==> src/hw/rtl/assert_macros.svh <==
// assertion macros shared by the queue and loop update modules
`ifndef ASSERT_MACROS_SVH
`define ASSERT_MACROS_SVH

`ifndef ASSERT_OFF

// same-cycle implication, disabled while reset is low
`define ASSERT_IMPLIES(lbl, clk, rst_n, ante, cons, msg) \
  lbl: assert property (@(posedge clk) disable iff (!rst_n) (ante) |-> (cons)) else $error(msg);

// next-cycle implication, disabled while reset is low
`define ASSERT_NEXT(lbl, clk, rst_n, ante, cons, msg) \
  lbl: assert property (@(posedge clk) disable iff (!rst_n) (ante) |=> (cons)) else $error(msg);

`else

`define ASSERT_IMPLIES(lbl, clk, rst_n, ante, cons, msg)
`define ASSERT_NEXT(lbl, clk, rst_n, ante, cons, msg)

`endif

`endif

==> src/hw/rtl/clt_pkg.sv <==
// shared types and constants of the costas loop carrier tracker
package clt_pkg;

  localparam int unsigned SampleW = 16;
  localparam int unsigned GainW   = 25;
  localparam int unsigned LimitW  = 31;
  localparam int unsigned ErrW    = 18;
  localparam int unsigned PhaseW  = 32;
  localparam int unsigned FreqW   = 31;
  localparam int unsigned StepW   = 32;
  localparam int unsigned ProdW   = 44;
  localparam int unsigned GainShift = 11;
  localparam int unsigned FreqSumW  = 34;
  localparam int unsigned PhaseSumW = 35;

  localparam int unsigned QueueDepth = 2;
  localparam int unsigned QueuePtrW  = 1;
  localparam int unsigned QueueCntW  = 2;

  localparam int unsigned CfgAddrW = 2;
  localparam int unsigned CfgDataW = 31;

  // register indexes of the configuration port
  typedef enum logic [CfgAddrW-1:0] {
    CFG_PROP_GAIN  = 2'd0,
    CFG_INT_GAIN   = 2'd1,
    CFG_UPPER_FREQ = 2'd2,
    CFG_LOWER_FREQ = 2'd3
  } cfg_reg_e;

  // 2pi in q3.28 and its multiples used by the wrap
  localparam logic signed [PhaseW-1:0]    TwoPi   = 32'sd1686629713;
  localparam logic signed [PhaseSumW-1:0] TwoPi1x = 35'sd1686629713;
  localparam logic signed [PhaseSumW-1:0] TwoPi2x = 35'sd3373259426;
  localparam logic signed [PhaseSumW-1:0] TwoPi3x = 35'sd5059889139;

  localparam logic signed [ProdW-1:0] RoundHalf = 44'sd1024;

  localparam logic signed [LimitW-1:0] UpperFreqReset = 31'sd268435456;
  localparam logic signed [LimitW-1:0] LowerFreqReset = -31'sd268435456;

  // one classified sample waiting for the loop update
  typedef struct packed {
    logic signed [ErrW-1:0]  err;
    logic signed [StepW-1:0] prop_step;
    logic signed [StepW-1:0] int_step;
  } q_entry_t;

  // loop limits handed to the update stage
  typedef struct packed {
    logic signed [LimitW-1:0] upper;
    logic signed [LimitW-1:0] lower;
  } freq_limits_t;

endpackage

==> src/hw/rtl/clt_front.sv <==
// detector and gain multiplies: error sign logic, products, rounding into the queue
module clt_front (
  input  logic                                clk_i,
  input  logic                                rst_ni,
  input  logic                                in_valid_i,
  output logic                                in_ready_o,
  input  logic signed [clt_pkg::SampleW-1:0]  sample_re_i,
  input  logic signed [clt_pkg::SampleW-1:0]  sample_im_i,
  input  logic        [clt_pkg::GainW-1:0]    prop_gain_i,
  input  logic        [clt_pkg::GainW-1:0]    int_gain_i,
  output logic                                push_valid_o,
  input  logic                                push_ready_i,
  output clt_pkg::q_entry_t                   push_data_o
);
  import clt_pkg::*;

  logic                    vld_q, vld_d;
  logic signed [ErrW-1:0]  err_q, err_d;
  logic signed [ProdW-1:0] prop_prod_q, prop_prod_d;
  logic signed [ProdW-1:0] int_prod_q, int_prod_d;
  logic signed [ProdW-1:0] prop_rnd, int_rnd;
  logic signed [SampleW:0] re_ext, im_ext, term_a, term_b;
  logic                    accept;

  assign re_ext = (SampleW+1)'(sample_re_i);
  assign im_ext = (SampleW+1)'(sample_im_i);

  // zero counts as negative
  assign term_a = (sample_re_i > 0) ? im_ext : -im_ext;
  assign term_b = (sample_im_i > 0) ? re_ext : -re_ext;
  assign err_d  = ErrW'(term_a) - ErrW'(term_b);

  assign prop_prod_d = ProdW'(err_d) * ProdW'($signed({1'b0, prop_gain_i}));
  assign int_prod_d  = ProdW'(err_d) * ProdW'($signed({1'b0, int_gain_i}));

  assign in_ready_o = !vld_q || push_ready_i;
  assign accept     = in_valid_i && in_ready_o;

  always_comb begin
    vld_d = vld_q;
    if (accept) begin
      vld_d = 1'b1;
    end else if (push_ready_i) begin
      vld_d = 1'b0;
    end
  end

  always_ff @(posedge clk_i or negedge rst_ni) begin
    if (!rst_ni) begin
      vld_q <= 1'b0;
    end else begin
      vld_q <= vld_d;
    end
  end

  always_ff @(posedge clk_i) begin
    if (accept) begin
      err_q       <= err_d;
      prop_prod_q <= prop_prod_d;
      int_prod_q  <= int_prod_d;
    end
  end

  // round to nearest, ties up, then drop eleven bits
  assign prop_rnd = prop_prod_q + RoundHalf;
  assign int_rnd  = int_prod_q + RoundHalf;

  assign push_valid_o          = vld_q;
  assign push_data_o.err       = err_q;
  assign push_data_o.prop_step = prop_rnd[StepW+GainShift-1:GainShift];
  assign push_data_o.int_step  = int_rnd[StepW+GainShift-1:GainShift];

endmodule

==> src/hw/rtl/clt_queue.sv <==
// two-entry queue between the detector and the loop update
`include "assert_macros.svh"

module clt_queue (
  input  logic              clk_i,
  input  logic              rst_ni,
  input  logic              push_valid_i,
  output logic              push_ready_o,
  input  clt_pkg::q_entry_t push_data_i,
  output logic              pop_valid_o,
  input  logic              pop_ready_i,
  output clt_pkg::q_entry_t pop_data_o
);
  import clt_pkg::*;

  q_entry_t               mem_q [QueueDepth];
  logic [QueuePtrW-1:0]   wr_ptr_q, wr_ptr_d, rd_ptr_q, rd_ptr_d;
  logic [QueueCntW-1:0]   count_q, count_d;
  logic                   push, pop;

  assign push_ready_o = (count_q != QueueCntW'(QueueDepth));
  assign pop_valid_o  = (count_q != '0);
  assign push         = push_valid_i && push_ready_o;
  assign pop          = pop_valid_o && pop_ready_i;
  assign pop_data_o   = mem_q[rd_ptr_q];

  always_comb begin
    wr_ptr_d = wr_ptr_q;
    rd_ptr_d = rd_ptr_q;
    count_d  = count_q;
    if (push) begin
      wr_ptr_d = (wr_ptr_q == QueuePtrW'(QueueDepth-1)) ? '0 : wr_ptr_q + 1'b1;
    end
    if (pop) begin
      rd_ptr_d = (rd_ptr_q == QueuePtrW'(QueueDepth-1)) ? '0 : rd_ptr_q + 1'b1;
    end
    unique case ({push, pop})
      2'b10:   count_d = count_q + 1'b1;
      2'b01:   count_d = count_q - 1'b1;
      default: count_d = count_q;
    endcase
  end

  always_ff @(posedge clk_i or negedge rst_ni) begin
    if (!rst_ni) begin
      wr_ptr_q <= '0;
      rd_ptr_q <= '0;
      count_q  <= '0;
    end else begin
      wr_ptr_q <= wr_ptr_d;
      rd_ptr_q <= rd_ptr_d;
      count_q  <= count_d;
    end
  end

  always_ff @(posedge clk_i) begin
    if (push) begin
      mem_q[wr_ptr_q] <= push_data_i;
    end
  end

  `ASSERT_IMPLIES(a_count_bound, clk_i, rst_ni, 1'b1, count_q <= QueueCntW'(QueueDepth), "queue count above depth")
  `ASSERT_NEXT(a_push_only_grows, clk_i, rst_ni, push && !pop, count_q == $past(count_q) + 1'b1, "push lost in queue count")

endmodule

==> src/hw/rtl/clt_back.sv <==
// loop update: frequency and phase accumulators, phase wrap, frequency clamp, output register
`include "assert_macros.svh"

module clt_back (
  input  logic                                clk_i,
  input  logic                                rst_ni,
  input  logic                                pop_valid_i,
  output logic                                pop_ready_o,
  input  clt_pkg::q_entry_t                   pop_data_i,
  input  clt_pkg::freq_limits_t               limits_i,
  output logic                                out_valid_o,
  input  logic                                out_ready_i,
  output logic signed [clt_pkg::ErrW-1:0]     phase_error_o,
  output logic signed [clt_pkg::PhaseW-1:0]   loop_phase_o,
  output logic signed [clt_pkg::FreqW-1:0]    loop_frequency_o
);
  import clt_pkg::*;

  logic signed [PhaseW-1:0]    phase_acc_q, phase_acc_d;
  logic signed [FreqW-1:0]     freq_acc_q, freq_acc_d;
  logic signed [FreqSumW-1:0]  freq_raw, upper_ext, lower_ext;
  logic signed [PhaseSumW-1:0] phase_raw, phase_wrapped;
  logic                        out_vld_q, out_vld_d;
  logic signed [ErrW-1:0]      out_err_q;
  logic signed [PhaseW-1:0]    out_phase_q;
  logic signed [FreqW-1:0]     out_freq_q;
  logic                        pop;

  assign pop_ready_o = !out_vld_q || out_ready_i;
  assign pop         = pop_valid_i && pop_ready_o;

  assign freq_raw  = FreqSumW'(freq_acc_q) + FreqSumW'(pop_data_i.int_step);
  assign phase_raw = PhaseSumW'(phase_acc_q) + PhaseSumW'(freq_acc_q)
                   + PhaseSumW'(pop_data_i.int_step) + PhaseSumW'(pop_data_i.prop_step);

  // wrap into [-2pi, 2pi], at most three turns
  always_comb begin
    priority if (phase_raw > TwoPi3x) begin
      phase_wrapped = phase_raw - TwoPi3x;
    end else if (phase_raw > TwoPi2x) begin
      phase_wrapped = phase_raw - TwoPi2x;
    end else if (phase_raw > TwoPi1x) begin
      phase_wrapped = phase_raw - TwoPi1x;
    end else if (phase_raw < -TwoPi3x) begin
      phase_wrapped = phase_raw + TwoPi3x;
    end else if (phase_raw < -TwoPi2x) begin
      phase_wrapped = phase_raw + TwoPi2x;
    end else if (phase_raw < -TwoPi1x) begin
      phase_wrapped = phase_raw + TwoPi1x;
    end else begin
      phase_wrapped = phase_raw;
    end
  end

  assign upper_ext = FreqSumW'(limits_i.upper);
  assign lower_ext = FreqSumW'(limits_i.lower);

  // upper limit is checked first: with inverted limits a sum above it takes the upper limit, any other sum the lower
  always_comb begin
    priority if (freq_raw > upper_ext) begin
      freq_acc_d = limits_i.upper;
    end else if (freq_raw < lower_ext) begin
      freq_acc_d = limits_i.lower;
    end else begin
      freq_acc_d = freq_raw[FreqW-1:0];
    end
  end

  assign phase_acc_d = phase_wrapped[PhaseW-1:0];

  always_comb begin
    out_vld_d = out_vld_q;
    if (pop) begin
      out_vld_d = 1'b1;
    end else if (out_ready_i) begin
      out_vld_d = 1'b0;
    end
  end

  always_ff @(posedge clk_i or negedge rst_ni) begin
    if (!rst_ni) begin
      out_vld_q   <= 1'b0;
      phase_acc_q <= '0;
      freq_acc_q  <= '0;
    end else begin
      out_vld_q <= out_vld_d;
      if (pop) begin
        phase_acc_q <= phase_acc_d;
        freq_acc_q  <= freq_acc_d;
      end
    end
  end

  always_ff @(posedge clk_i) begin
    if (pop) begin
      out_err_q   <= pop_data_i.err;
      out_phase_q <= phase_acc_d;
      out_freq_q  <= freq_acc_d;
    end
  end

  assign out_valid_o      = out_vld_q;
  assign phase_error_o    = out_err_q;
  assign loop_phase_o     = out_phase_q;
  assign loop_frequency_o = out_freq_q;

  `ASSERT_IMPLIES(a_phase_wrapped, clk_i, rst_ni, out_vld_q, (out_phase_q <= TwoPi) && (out_phase_q >= -TwoPi), "phase left the wrap range")
  `ASSERT_NEXT(a_pop_loads_out, clk_i, rst_ni, pop, out_vld_q && (out_phase_q == phase_acc_q), "update not shown at output")
  `ASSERT_NEXT(a_stall_holds_acc, clk_i, rst_ni, out_vld_q && !out_ready_i, $stable(phase_acc_q) && $stable(freq_acc_q), "accumulators moved during stall")

endmodule

==> src/hw/rtl/costas_loop_carrier_tracker_unit.sv <==
// top level of the qpsk costas loop carrier tracker
//
//  channel  | direction | width        | contents
//  ---------+-----------+--------------+------------------------------------------
//  s_axis   | in        | 32 bit tdata | derotated sample, re and im in q1.15
//  m_axis   | out       | 88 bit tdata | error q2.15, phase q3.28, frequency q3.28
//  cfg      | in        | 2 + 31 bit   | gains and frequency limits, write only
//
//  one sample per clock sustained while m_axis_tready stays high; a transfer in passes the
//  detector/multiply register, the two-entry queue and the output register
//  the loop update is combinational between the accumulator registers: four-input add, wrap compare and subtract
//  reset clears both accumulators, the queue and all valid flags; gains reset to zero,
//  limits to +1.0 and -1.0 rad/sample
//  a stall at m_axis fills the queue, then holds s_axis_tready low
module costas_loop_carrier_tracker_unit (
  input  logic                             clk_i,
  input  logic                             rst_ni,
  // slave stream: [15:0] sample_re, [31:16] sample_im
  input  logic                             s_axis_tvalid,
  output logic                             s_axis_tready,
  input  logic [31:0]                      s_axis_tdata,
  // master stream: [17:0] phase_error, [49:18] loop_phase, [80:50] loop_frequency,
  // [87:81] zero
  output logic                             m_axis_tvalid,
  input  logic                             m_axis_tready,
  output logic [87:0]                      m_axis_tdata,
  // configuration writes
  input  logic                             cfg_we_i,
  input  logic [clt_pkg::CfgAddrW-1:0]     cfg_addr_i,
  input  logic [clt_pkg::CfgDataW-1:0]     cfg_wdata_i
);
  import clt_pkg::*;

  // configuration registers
  logic [GainW-1:0]  prop_gain_q, int_gain_q;
  freq_limits_t      limits_q;

  // front to queue
  logic     push_valid, push_ready;
  q_entry_t push_data;

  // queue to back
  logic     pop_valid, pop_ready;
  q_entry_t pop_data;

  // result fields
  logic signed [ErrW-1:0]   phase_error;
  logic signed [PhaseW-1:0] loop_phase;
  logic signed [FreqW-1:0]  loop_frequency;

  always_ff @(posedge clk_i or negedge rst_ni) begin
    if (!rst_ni) begin
      prop_gain_q    <= '0;
      int_gain_q     <= '0;
      limits_q.upper <= UpperFreqReset;
      limits_q.lower <= LowerFreqReset;
    end else if (cfg_we_i) begin
      unique case (cfg_reg_e'(cfg_addr_i))
        CFG_PROP_GAIN:  prop_gain_q    <= cfg_wdata_i[GainW-1:0];
        CFG_INT_GAIN:   int_gain_q     <= cfg_wdata_i[GainW-1:0];
        CFG_UPPER_FREQ: limits_q.upper <= $signed(cfg_wdata_i[LimitW-1:0]);
        CFG_LOWER_FREQ: limits_q.lower <= $signed(cfg_wdata_i[LimitW-1:0]);
        default: ;
      endcase
    end
  end

  // detector and gain products
  clt_front u_front (
    .clk_i        (clk_i),
    .rst_ni       (rst_ni),
    .in_valid_i   (s_axis_tvalid),
    .in_ready_o   (s_axis_tready),
    .sample_re_i  ($signed(s_axis_tdata[15:0])),
    .sample_im_i  ($signed(s_axis_tdata[31:16])),
    .prop_gain_i  (prop_gain_q),
    .int_gain_i   (int_gain_q),
    .push_valid_o (push_valid),
    .push_ready_i (push_ready),
    .push_data_o  (push_data)
  );

  // decouples the detector from the loop update
  clt_queue u_queue (
    .clk_i        (clk_i),
    .rst_ni       (rst_ni),
    .push_valid_i (push_valid),
    .push_ready_o (push_ready),
    .push_data_i  (push_data),
    .pop_valid_o  (pop_valid),
    .pop_ready_i  (pop_ready),
    .pop_data_o   (pop_data)
  );

  // accumulators, wrap, clamp, output register
  clt_back u_back (
    .clk_i            (clk_i),
    .rst_ni           (rst_ni),
    .pop_valid_i      (pop_valid),
    .pop_ready_o      (pop_ready),
    .pop_data_i       (pop_data),
    .limits_i         (limits_q),
    .out_valid_o      (m_axis_tvalid),
    .out_ready_i      (m_axis_tready),
    .phase_error_o    (phase_error),
    .loop_phase_o     (loop_phase),
    .loop_frequency_o (loop_frequency)
  );

  // pack result fields, lowest field first, zero pad to whole bytes
  assign m_axis_tdata = {7'd0, loop_frequency, loop_phase, phase_error};

endmodule
==> config.mk <==
export PLATFORM = sky130hd
export DESIGN_NAME = costas_loop_carrier_tracker_unit
export DESIGN_NICKNAME = d
export VERILOG_FILES = /design/src/hw/rtl/clt_pkg.sv /design/src/hw/rtl/clt_front.sv /design/src/hw/rtl/clt_queue.sv /design/src/hw/rtl/clt_back.sv /design/src/hw/rtl/costas_loop_carrier_tracker_unit.sv
export VERILOG_INCLUDE_DIRS = /design/src /design/src/hw/rtl
export SDC_FILE = /design/constraint.sdc
export NUM_CORES = 2
export LEC_CHECK = 0
export ABC_CLOCK_PERIOD_IN_PS = 10030
export BUFFER_PORTS_ARGS = -buffer_cell sky130_fd_sc_hd__buf_2
export CORE_ASPECT_RATIO = 1.75
export CORE_UTILIZATION = 25
export DETAILED_ROUTE_END_ITERATION = 8
export REMOVE_ABC_BUFFERS = 1
export SLEW_MARGIN = 10
export SYNTH_ARGS = -nofsm -noshare
export SYNTH_HDL_FRONTEND = slang
export SYNTH_HIERARCHICAL = 1
export SYNTH_SLANG_ARGS = --single-unit
export TNS_END_PERCENT = 1
==> constraint.sdc <==
create_clock -name clk_i -period 10.03 [get_ports clk_i]
set_input_delay 1.5045 -clock clk_i [delete_from_list [all_inputs] [get_ports clk_i]]
set_output_delay 1.5045 -clock clk_i [all_outputs]
set_load 0.02 [all_outputs]
==> impl_summary.md <==
Detailed routing
In this run the remaining antenna-violating nets after routing total 0. Across all layers, the routed design uses 46,900 vias. For this run, design rule violations remaining after detail routing come to 0.

The routed wirelength normalized by instance count is 20.2 µm. In this run, the number of DRC markers left after iteration 0 of detailed routing was 2,223. The total routed wirelength is 203 mm. In the routed layout, each cell is associated on average with a via count of 4.66. For this run, the detailed router's first-pass iteration total came to 6.

STA
After layout, the worst setup slack is -0.0319 ns. The setup-violating endpoint count in the final report is 4. The worst pin sits at a relative slew slack of 23.2%. The final period demand of the worst path is 10.06 ns.

Setup repair after global routing could not meet its margin everywhere. The highest achievable clock rate is 0.0994 GHz. The post-route worst hold slack is 0.438 ns.

In the final timing run, aggregate negative setup slack is -0.101 ns. The total count of max-transition violations in the final report is 0. Dividing the final minimum period by the clock period gives 100%. The number of hold violations in the final report is 0. For the pin with the worst max-slew slack, the measured transition is 1.14 ns. The worst clock skew on the final layout is 0.0315 ns.

Die
Measured along the x axis, the die boundary spans 377 µm. The number of top-level pins is 160. The area of the core region is 244,000 µm². The initialized floorplan defines 240 standard-cell rows. The die area is 248,000 µm².

In this run the vertical extent of the chip is 658 µm. The starting density of the core is 25.2%.

Setup path
The arrival time at the worst endpoint is 10.47 ns. The end of the worst register-to-register path is u_back/freq_acc_q[6]$_DFFE_PN0P_. The critical path starts at s_axis_tdata[25]. The largest individual stage delay along the critical path comes from the cell sky130_fd_sc_hd__fa_1.

The critical path data required time is 10.44 ns. The depth of the most critical reg-to-reg path is 26. Setup slack on the worst reg-to-reg path comes out at 1.38 ns. The startpoint type of the worst setup path is an input port. The library cell appearing most often on the critical path is sky130_fd_sc_hd__fa_1.

The reg-to-reg critical path startpoint is u_queue/rd_ptr_q$_DFFE_PN0P_. In this design, the stage delay of the slowest critical-path cell is 0.55 ns. The path type of the worst setup path is in -> reg.

The capturing instance or port of the critical path is u_front/int_prod_q[36]$_DFFE_PP_. The maximum fanout count along the critical path is 35. STA classifies the critical path endpoint as a register.

Placed design
The wire-length estimate of the detail-placed layout is 169 mm. Routability-driven placement finished with a final weighted congestion of 0.976. In this run the tool buffered the top-level ports with 152 buffer cells.

OpenSTA, run right after detailed placement, puts the worst setup slack at -1.42 ns.

Flow run
The tool flagged a number of max-cap violations equal to 0.

Global route
For this run, global-route usage on met2 was measured as 32.2%. The wire length of the first global-routing pass is 308 mm. The number of global-route vias before repair is 51,600. The met3 capacity usage during global routing is 1.83%.

For met1 alone, demand over resource in global routing was 16.1%. Entering global routing, the biggest net connects 126 pins. After global routing, the most crowded layer is met2. The total global-route track usage is 16.3%. The number of antenna violations at the first check in global routing came to 27.

After global routing the overflow that remains totals 0.

Min path
The hold-critical path depth is 0. The class of the tightest hold or removal check is reg -> reg.

CTS
In this run the deepest clock path goes through 3 buffers. The clock reaches the later pin of the worst-skew pair after 0.69 ns. Buffers inserted during clock tree synthesis total 55. The clock net sink count is 510. The buffer cell driving the clock tree root is sky130_fd_sc_hd__clkbuf_16.

The clock tree from TritonCTS is built. The hold buffer count at CTS is 0. The level count of the clock H-tree is 2. Clock-pin slew was measured on the worst setup and hold paths at 0.07 ns.

Logic synthesis
The total of warnings raised by yosys is 6. Summing the areas of all xor and xnor instances in the mapped netlist gives 3.82% of the synthesized area. The mean instance size in the synthesized netlist is 9.77 µm². The count of distinct cell types in the synthesized netlist is 127. The mux share of post-synthesis cell area is 5.78%. After Yosys synthesis, full adders, half adders and majority gates account for 35.0% of the synthesized area. Summing the areas of all and, or, nand and nor instances in the mapped netlist gives 13.8% of the synthesized area. The share of the Yosys chip area taken by registers is 23.4%. The largest family of logic cells by synthesized area is adder cells. The gate count after technology mapping is 6,303. The number of synthesized flops with an enable pin is 329. The synthesized design contains 510 register bits. The synthesized netlist devotes 9.04% of its cell area to compound gates. Of all flip-flops after synthesis, the portion carrying an async set or reset was 35.5%. The netlist area before placement is 61,600 µm².

Among all flip-flop cells after synthesis, the most frequent one is sky130_fd_sc_hd__edfxtp_1.

Run status
The flow ran to the end, but the final reports show violations. The final reports fail on setup timing.

Finish
The library cell used most frequently in the layout, excluding fill and tap cells, is sky130_fd_sc_hd__inv_1. The area overhead of the layout relative to synthesis is 16.9%. The library cells used most frequently in the layout, excluding fill and tap cells, are sky130_fd_sc_hd__inv_1, sky130_fd_sc_hd__fa_1, sky130_fd_sc_hd__nand2_1. The final cell utilization of the core is 29.4%. In the final layout, flip-flops and latches occupy 14,400 µm². After the last flow step, the layout net total stands at 8,033. The multi-input gate area in the final layout is 42,100 µm².

The filler cells instantiated in the layout total 25,500. Of the cells placed in the final design, the portion with a size suffix greater than 1 is 17.7%.
[critical path: cells and delay by family]
family | cells | cell delay, ns
adder cells (fa/ha/maj) | 9 | 3.94
AO/OA/AOI/OAI | 12 | 2.43
buffers and inverters | 8 | 1.13
AND/OR/NAND/NOR | 6 | 1.08
XOR/XNOR | 3 | 0.36
[synth_stat cells, drive strengths merged (54+ instances only)]
cell / instances / area share (%)
a21o: 66 / 0.80
a21oi: 231 / 1.9
and2: 264 / 2.7
and3: 55 / 0.57
buf: 99 / 1.0
clkbuf: 210 / 1.3
dfrtp: 177 / 7.2
edfxtp: 329 / 16
fa: 801 / 26
ha: 439 / 8.9
inv: 1119 / 6.8
mux2: 254 / 5.1
nand2: 737 / 4.5
nand2b: 54 / 0.55
nand3: 95 / 0.79
nand4: 57 / 0.58
nor2: 268 / 1.6
nor3: 75 / 0.63
o21ai: 145 / 1.2
xnor2: 191 / 2.8
xor2: 73 / 1.1
[how the worst min path moves through the flow]
| stage | start | endpoint | slack [ns] |
|---|---|---|---|
| 5_1_grt | u_front/err_q[7]$_DFFE_PP_ | u_queue/mem_q[1][71]$_DFFE_PP_ | 0.46 |
| 2_1_floorplan | u_front/err_q[0]$_DFFE_PP_ | u_queue/mem_q[0][64]$_DFFE_PP_ | 0.42 |
| 4_1_cts | u_front/err_q[14]$_DFFE_PP_ | u_queue/mem_q[0][78]$_DFFE_PP_ | 0.44 |
| 3_5_place_dp | u_front/err_q[2]$_DFFE_PP_ | u_queue/mem_q[0][66]$_DFFE_PP_ | 0.43 |
| 6_report | u_front/err_q[14]$_DFFE_PP_ | u_queue/mem_q[0][78]$_DFFE_PP_ | 0.44 |
| 3_3_place_gp | u_front/err_q[14]$_DFFE_PP_ | u_queue/mem_q[0][78]$_DFFE_PP_ | 0.42 |
[registers in the layout (all words and copies together), names as in the netlist, 2 cells and up]
name / cells
int_gain_q: 25
limits_q: 62
prop_gain_q: 25
u_back/freq_acc_q: 31
u_back/loop_frequency_o: 31
u_back/loop_phase_o: 32
u_back/phase_acc_q: 32
u_back/phase_error_o: 18
u_front/err_q: 18
u_front/int_prod_q: 33
u_front/prop_prod_q: 33
u_queue/count_q: 2
u_queue/mem_q: 164
[kinds of logic after synthesis]
family                   Yosys count
other                              1
AO/OA/AOI/OAI                    799
adder cells (fa/ha/maj)         1240
AND/OR/NAND/NOR                 1761
XOR/XNOR                         264
buffers and inverters           1431
multiplexers                     297
flip-flops                       510
[routing by layer]
metal | part of all wire (%) | up-vias
met3 | 3.9 | 525
met5 | 0.057 | -
met4 | 6.8 | 18
li1 | - | 21300
met2 | 55 | 1235
met1 | 34 | 23800
[per-stage QoR]
stage          instance area (µm²)  cells
5_1_grt                      71900  10000
4_1_cts                      71700  10000
6_report                     71900  10000
3_3_place_gp                 69400   9919
3_5_place_dp                 69400   9919
2_1_floorplan                60100   6000
[timing repair]
item	4_1_cts	5_1_grt
setup endpoints to repair	35	46
gates resized for setup	71	29
gates cloned	0	2
pin swaps	36	18
buffers inserted	8	4
[layout make-up]
cell class / count / share of cell area, %
inverters: 1122 / 5.86
flip-flops and latches: 510 / 20.0
well taps: 3267 / 5.68
clock inverters: 35 / 0.565
diodes: 13 / 0.0452
clock buffers: 68 / 2.11
repair buffers: 665 / 7.12
multi-input cells: 4369 / 58.6
Power is left out: the tool's default activity adds up to more than one toggle a clock period on the data nets, which glitch-free logic cannot reach.
